[src/hdl/bap_pkg.sv]
`timescale 1ns / 1ps
package bap_pkg;

  localparam int FB = 24;
  localparam int IN_W = 17;
  localparam int QNH_W = 11;
  localparam int E_W = 5;
  localparam int M_W = FB + 1;
  localparam int DEN_W = FB + 2;
  localparam int S_W = 23;
  localparam int DIV_STEPS = S_W;
  localparam int LN_TERMS = 12;
  localparam int SUM_W = 24;
  localparam int LN_W = 28;
  localparam int Y_W = 23;
  localparam int TM_W = FB + 1;
  localparam int EXP_TERMS = 12;
  localparam int ESUM_W = 27;
  localparam int DM_W = 23;
  localparam int X_W = 20;
  localparam int FT_W = 15;
  localparam int MT_W = 14;

  localparam logic [IN_W-1:0] P_MIN = 17'd30000;
  localparam logic [QNH_W-1:0] QNH_MIN = 11'd900;
  localparam logic [QNH_W-1:0] QNH_MAX = 11'd1100;
  localparam logic [QNH_W-1:0] QNH_RESET = 11'd1013;
  localparam logic [6:0] HPA_TO_PA = 7'd100;

  localparam logic [FB-1:0] LN2_Q = 24'hB17218;
  localparam logic [21:0] C019 = 22'd3187671;
  localparam logic [20:0] FT_NUM = 21'd1454422;
  localparam logic [20:0] M_NUM = 21'd443308;
  localparam logic [31:0] RECIP10 = 32'd429496730;
  localparam logic [FT_W-1:0] FT_MAX = 15'h7FFF;
  localparam logic [MT_W-1:0] M_MAX = 14'h3FFF;

  // ceil(2^32 / d) for the odd ln divisors 2k+1, entry 0 unused
  localparam logic [31:0] LN_RECIP [LN_TERMS] = '{
    32'd0,
    32'(((64'd1 << 32) + 64'd2) / 64'd3),
    32'(((64'd1 << 32) + 64'd4) / 64'd5),
    32'(((64'd1 << 32) + 64'd6) / 64'd7),
    32'(((64'd1 << 32) + 64'd8) / 64'd9),
    32'(((64'd1 << 32) + 64'd10) / 64'd11),
    32'(((64'd1 << 32) + 64'd12) / 64'd13),
    32'(((64'd1 << 32) + 64'd14) / 64'd15),
    32'(((64'd1 << 32) + 64'd16) / 64'd17),
    32'(((64'd1 << 32) + 64'd18) / 64'd19),
    32'(((64'd1 << 32) + 64'd20) / 64'd21),
    32'(((64'd1 << 32) + 64'd22) / 64'd23)
  };

  // ceil(2^32 / k) for the exp term index k, entries 0 and 1 unused
  localparam logic [31:0] EXP_RECIP [EXP_TERMS+1] = '{
    32'd0,
    32'd0,
    32'(((64'd1 << 32) + 64'd1) / 64'd2),
    32'(((64'd1 << 32) + 64'd2) / 64'd3),
    32'(((64'd1 << 32) + 64'd3) / 64'd4),
    32'(((64'd1 << 32) + 64'd4) / 64'd5),
    32'(((64'd1 << 32) + 64'd5) / 64'd6),
    32'(((64'd1 << 32) + 64'd6) / 64'd7),
    32'(((64'd1 << 32) + 64'd7) / 64'd8),
    32'(((64'd1 << 32) + 64'd8) / 64'd9),
    32'(((64'd1 << 32) + 64'd9) / 64'd10),
    32'(((64'd1 << 32) + 64'd10) / 64'd11),
    32'(((64'd1 << 32) + 64'd11) / 64'd12)
  };

  typedef struct packed {
    logic [FT_W-1:0] ft;
    logic            ft_under;
    logic [MT_W-1:0] mt;
    logic            m_under;
  } result_t;

endpackage

[src/hdl/bap_scale.sv]
`timescale 1ns / 1ps
module bap_scale import bap_pkg::*; (
  input  logic                     clk,
  input  logic                     rst_n,
  input  logic                     en,
  input  logic                     in_v,
  input  logic signed [ESUM_W-1:0] in_d,
  output logic                     out_v,
  output result_t                  out_res
);

  logic [DM_W-1:0]    dm;
  logic               a_v_r, a_pos_r;
  logic [DM_W+20:0]   a_pf_r, a_pm_r;
  logic               b_v_r, b_pos_r;
  logic [X_W+31:0]    qf, qm;
  logic [X_W-1:0]     b_qf_r, b_qm_r;
  logic               c_v_r;
  result_t            c_res_r;
  result_t            res_nxt;

  assign dm = in_d[DM_W-1:0];
  assign qf = a_pf_r[DM_W+20:FB] * RECIP10;
  assign qm = a_pm_r[DM_W+20:FB] * RECIP10;

  always_comb begin
    res_nxt.ft_under = !b_pos_r || (b_qf_r == '0);
    res_nxt.m_under = !b_pos_r || (b_qm_r == '0);
    if (res_nxt.ft_under) begin
      res_nxt.ft = '0;
    end else if (b_qf_r > X_W'(FT_MAX)) begin
      res_nxt.ft = FT_MAX;
    end else begin
      res_nxt.ft = b_qf_r[FT_W-1:0];
    end
    if (res_nxt.m_under) begin
      res_nxt.mt = '0;
    end else if (b_qm_r > X_W'(M_MAX)) begin
      res_nxt.mt = M_MAX;
    end else begin
      res_nxt.mt = b_qm_r[MT_W-1:0];
    end
  end

  always_ff @(posedge clk) begin
    if (!rst_n) begin
      a_v_r <= 1'b0;
      b_v_r <= 1'b0;
      c_v_r <= 1'b0;
    end else if (en) begin
      a_v_r <= in_v;
      b_v_r <= a_v_r;
      c_v_r <= b_v_r;
    end
  end

  always_ff @(posedge clk) begin
    if (en) begin
      a_pos_r <= (in_d > 0);
      a_pf_r <= dm * FT_NUM;
      a_pm_r <= dm * M_NUM;
      b_pos_r <= a_pos_r;
      b_qf_r <= qf[X_W+31:32];
      b_qm_r <= qm[X_W+31:32];
      c_res_r <= res_nxt;
    end
  end

  assign out_v = c_v_r;
  assign out_res = c_res_r;

endmodule

[config.mk]
export PLATFORM = sky130hd
export DESIGN_NAME = bap_scale
export DESIGN_NICKNAME = d
export VERILOG_FILES = /design/src/hdl/bap_pkg.sv /design/src/hdl/bap_scale.sv
export SDC_FILE = /design/constraint.sdc
export NUM_CORES = 2
export LEC_CHECK = 0
export BUFFER_PORTS_ARGS = -buffer_cell sky130_fd_sc_hd__buf_4
export CELL_PAD_IN_SITES_DETAIL_PLACEMENT = 1
export CELL_PAD_IN_SITES_GLOBAL_PLACEMENT = 2
export CORE_MARGIN = 2
export CORE_UTILIZATION = 45
export DETAILED_ROUTE_END_ITERATION = 10
export GPL_ROUTABILITY_DRIVEN = 0
export PLACE_DENSITY_LB_ADDON = 0.1
export SYNTH_ARGS = -nofsm -noshare
export SYNTH_HDL_FRONTEND = slang
export SYNTH_SLANG_ARGS = --single-unit
export TNS_END_PERCENT = 20
[constraint.sdc]
create_clock -name clk -period 7.6 [get_ports clk]
set_input_delay 1.14 -clock clk [delete_from_list [all_inputs] [get_ports clk]]
set_output_delay 1.14 -clock clk [all_outputs]
set_load 0.1 [all_outputs]
; ---- After elaboration in Yosys (flattened, before gate mapping)
; Index checks and enable logic that the tools add are counted.
; W data, S select, Z words.
[word_totals]
ff_bits = 153
inputBits = 31
out_inout_bits = 32
[classes]
n_mul = 4
magnitude_cmp = 3
n_mux = 2
reduce_logical = 5
[op_table]
columns = operator, count
row1 = $mul A20 B28 Y48 const B, 1
row2 = $mul A18 B28 Y46 const B, 1
row3 = $mul A23 B20 Y43 const B, 1
row4 = $logic_not A20 Y1, 2
row5 = $mul A23 B17 Y40 const B, 1
row6 = $gt A27 B1 Y1 const B, 1
row7 = $gt A17 B14 Y1 const B, 1
row8 = $gt A17 B15 Y1 const B, 1
row9 = $mux W15, 1
row10 = $mux W14, 1
row11 = $logic_or A1 B1 Y1, 2
row12 = $logic_not A1 Y1, 1

; ---- Longest topological paths before layout
[logic_depth]
word_depth = 2
mapped_depth = 24
depth_no_buf = 24

; ---- Least setup slack after synthesis
; No wires, ideal clock.
[synth_timing]
path_kind = input -> register
startpoint = in in_d[6]
endpoint = reg a_pf_r[43], data pin
setup_time_ps = 262
arrival_time_ps = 6357
t_required_ps = 7338
setup_slack_ps = 981
stages = 21
path_cell_list = inv_1 ha_1 ha_1 inv_1 fa_1 inv_1 fa_1 inv_1 fa_1 inv_1 fa_1 fa_1 ha_1 a21oi_1 nor3b_1 a21oi_1 a221o_1 o41a_1 a2111oi_2 o31ai_1 xnor2_1
[synth_between]
elab_chain_len = 1
[synth_lines]
columns = element, line
row1 = "start, declared", bap_scale.sv:7  ; input logic signed [ESUM_W-1:0] in_d,
row2 = $mul A23 B20 Y43, bap_scale.sv:60  ; a_pf_r <= dm * FT_NUM;
row3 = "end signal, assigned", bap_scale.sv:60
row4 = "end, declared", bap_scale.sv:14  ; logic [DM_W+20:0] a_pf_r, a_pm_r;
; No other way between the ends.
; A chain may end at the register's enable or synchronous reset.

; ---- Final worst setup path
[layout_timing]
startpoint = reg a_pf_r[38]
endpoint = reg b_qf_r[15], data pin
[layout_between]
elab_chain_len = 1
[layout_lines]
columns = element, line
row1 = $mul A20 B28 Y48, bap_scale.sv:23  ; assign qf = a_pf_r[DM_W+20:FB] * RECIP10;
row2 = via qf[47], bap_scale.sv:16  ; logic [X_W+31:0] qf, qm;
row3 = "end signal, assigned", bap_scale.sv:63  ; b_qf_r <= qf[X_W+31:32];
row4 = "end, declared", bap_scale.sv:17  ; logic [X_W-1:0] b_qf_r, b_qm_r;
; The timed path passes the listed nets, and every way through them passes these cells.

==> impl_metrics.json <==
{
  "drtPass1Iterations": 4,
  "final_util_pct": 48.4,
  "post_cts_buffers": 0,
  "dp_hpwl_um": 67900,
  "worst_r2r_path_depth": 20,
  "die_w_um": 259,
  "synth_fp_nets": 4023,
  "synthAdderAreaFrac_pct": 64.4,
  "io_buffers": 62,
  "path_max_fanout": 5,
  "cts_root_buffer": "clkbuf_16",
  "antenna_found_initial": 1,
  "post_cts_resize_count": 0,
  "cts_buffer_depth": 2,
  "gr-usage-all-layers_pct": 23.5,
  "worst_slew_margin_rel_pct": 44.2,
  "cts_tree": "yes",
  "synth_top_area_share_pct": 35.8,
  "synth-seq-cells": 106,
  "synth_top_family_by_area": "adder cells",
  "post-route-period-util_pct": 92.6,
  "clk_pin_slew_worst_paths_ns": 0.07,
  "vias": 19300,
  "drive_gt1_share_pct": 3.78,
  "r2r_start": "a_pf_r[38]",
  "crit_start": "a_pf_r[38]",
  "syn_area_per_cell_um2": 10.4,
  "setup_tns_ns": 0,
  "clock_skew_ns": 0.0130,
  "tightest_slew_ns": 0.833,
  "htree_levels": 3,
  "dpl_cell_area_um2": 30800,
  "yosys.area.top_type": "fa_1",
  "diodes": 0,
  "grt_pass1_vias": 22500,
  "ioPinCount": 63,
  "yosysWarnings": 0,
  "min_period_ns": 7.03,
  "syn-cell-area_um2": 29200,
  "rsz0062_at_grt": "false",
  "drt-vias-per-instance": 5.16,
  "yosysMostFrequentCell": "inv_1",
  "max_freq_mhz": 142,
  "fp.dieH_um": 259,
  "yosys-top-cells-area": "fa_1, ha_1, edfxtp_1, inv_1, xnor2_1",
  "clock_latency_ns": 0.38,
  "status": "completed",
  "r2r-end": "b_qf_r[15]",
  "die-area_um2": 66900,
  "synthMuxAreaShare_pct": 0.137,
  "drt_iter0_drc": 704,
  "final_antenna_net_count": 0,
  "area_growth_pct": 6.58,
  "core_area_um2": 64200,
  "crit_type": "flip-flop to flip-flop",
  "finalSetupViolations": 0,
  "hold_class": "flip-flop to flip-flop",
  "cap_violations": 0,
  "cts_buffers": 9,
  "grt_pass1_wl_um": 121000,
  "async_flop_share_pct": 0,
  "finalHoldViolCount": 0,
  "clock_sinks": 106,
  "synth_xor_area_share_pct": 2.40,
  "row_count": 93,
  "r2r_setup_slack_ns": 0.57,
  "wl_um": 74300,
  "syn_inst": 2804,
  "endpoint_kind": "flip-flop",
  "ys_types": 68,
  "initial_core_util_pct": 45.4,
  "grt_overflow": 0,
  "yosysSeqAreaShare_pct": 10.8,
  "crit_path_end": "b_qf_r[15]",
  "report.final.slew_viol_count": 0,
  "route.detailed.drc": 0,
  "synth_flop_cell": "edfxtp_1",
  "worstPathArrival_ns": 7.16,
  "fillers": 7143,
  "synth_compound_area_share_pct": 6.70,
  "grt_max_degree": 55,
  "synth_edf_count": 103,
  "cts-hold-fix-buffers": 0,
  "post_drt_wl_per_cell_um": 19.9,
  "synth-simple-area-share_pct": 4.88,
  "worstPathRequired_ns": 7.72,
  "cp-start-kind": "flip-flop",
  "ys_top_cells_by_count": "inv_1, ha_1, fa_1",
  "stdcell_area_um2": 31100,
  "nets": 4096
}
## per-layer routing
layer  GRT usage, %  wire length, µm
met3           2.68             1960
met5              0               17
met2           42.4            37500
met1           29.2            32400
met4           7.51             2480
## worst max-delay path: stages (launching register included)
cell	delay, ns
edfxtp_1	0.55
ha_1	0.40
fa_1	0.54
inv_1	0.10
fa_1	0.52
fa_1	0.61
inv_1	0.08
fa_1	0.53
inv_1	0.06
fa_1	0.51
fa_1	0.51
inv_1	0.04
ha_1	0.31
nand2_1	0.10
nor3_1	0.40
nand2_1	0.15
nor3_1	0.36
a221oi_2	0.17
o21bai_1	0.45
a41oi_1	0.21
xnor2_1	0.17
## flip-flops by register name, summed over array words and instances, names as in the netlist
signal	flops
b_qf_r	17
b_qm_r	15
a_pos_r	1
a_pf_r	20
out_res	31
b_pos_r	1
b_v_r	1
out_v	1
a_v_r	1
a_pm_r	18
## how the worst min path moves through the flow
stage | end | startpoint | slack (ns) | depth (start not counted)
detailed placement | b_pos_r | a_pos_r | 0.42 | 0
CTS | b_pos_r | a_pos_r | 0.43 | 0
global placement | b_pos_r | a_pos_r | 0.41 | 0
global route | b_pos_r | a_pos_r | 0.44 | 0
floorplan | b_pos_r | a_pos_r | 0.40 | 0
finish | b_pos_r | a_pos_r | 0.43 | 0
## stage by stage
step / hold WS [ns] / instances / worst slack (ns)
floorplan: 0.400 / 2804 / 0.981
global placement: 0.406 / 3721 / 0.296
detailed placement: 0.416 / 3721 / 0.127
CTS: 0.432 / 3737 / 0.516
global route: 0.444 / 3737 / 0.292
finish: 0.426 / 3737 / 0.566
## layout by cell type, fill, tap and decap left out, drive strengths merged, types with 3 or more instances in the layout
master	Yosys	routed
a221o	3	3
nor4	12	12
and2	5	5
a21o	47	47
o211ai	8	8
nor2b	15	15
a221oi	5	5
o21bai	11	11
a21boi	6	6
nor3b	3	3
edfxtp	103	103
nand2b	3	3
or2	8	8
and3	3	3
ha	667	667
fa	521	521
a31o	3	3
nand3	25	25
a31oi	8	8
o21a	6	6
a41oi	7	7
nor2	109	109
o21ai	53	53
buf	2	75
xor2	25	25
nor3	22	22
a21oi	92	92
a211o	3	3
nand2	59	59
nand4	18	18
o31ai	5	5
nand4b	3	3
xnor2	55	55
or3	5	5
dfxtp	3	3
inv	818	821
a211oi	15	15
and4	5	5
clkbuf	11	9
mux2i	4	4
## logic make-up (layout without fill, tap and decap cells)
| logic type | after synthesis | after routing |
|---|---|---|
| adders and majority gates | 1188 | 1188 |
| buffers and inverters | 831 | 909 |
| and+or+nand+nor | 299 | 299 |
| AOI/OAI and AO/OA | 296 | 296 |
| DFF | 106 | 106 |
| xor gates and xnor gates | 80 | 80 |
| muxes | 4 | 4 |
## final cells by class
cell class / count / area [µm²] / share of cell area (%)
Clock buffer: 9 / 225 / 0.724
Clock inverter: 7 / 111 / 0.358
Inverter: 818 / 3070 / 9.88
Multi-Input combinational cell: 1867 / 22900 / 73.6
Sequential cell: 106 / 3150 / 10.1
Tap cell: 855 / 1070 / 3.44
Timing Repair Buffer: 75 / 563 / 1.81
Power is left out: the tool's default activity adds up to more than one toggle a clock period on the data nets, which glitch-free logic cannot reach.
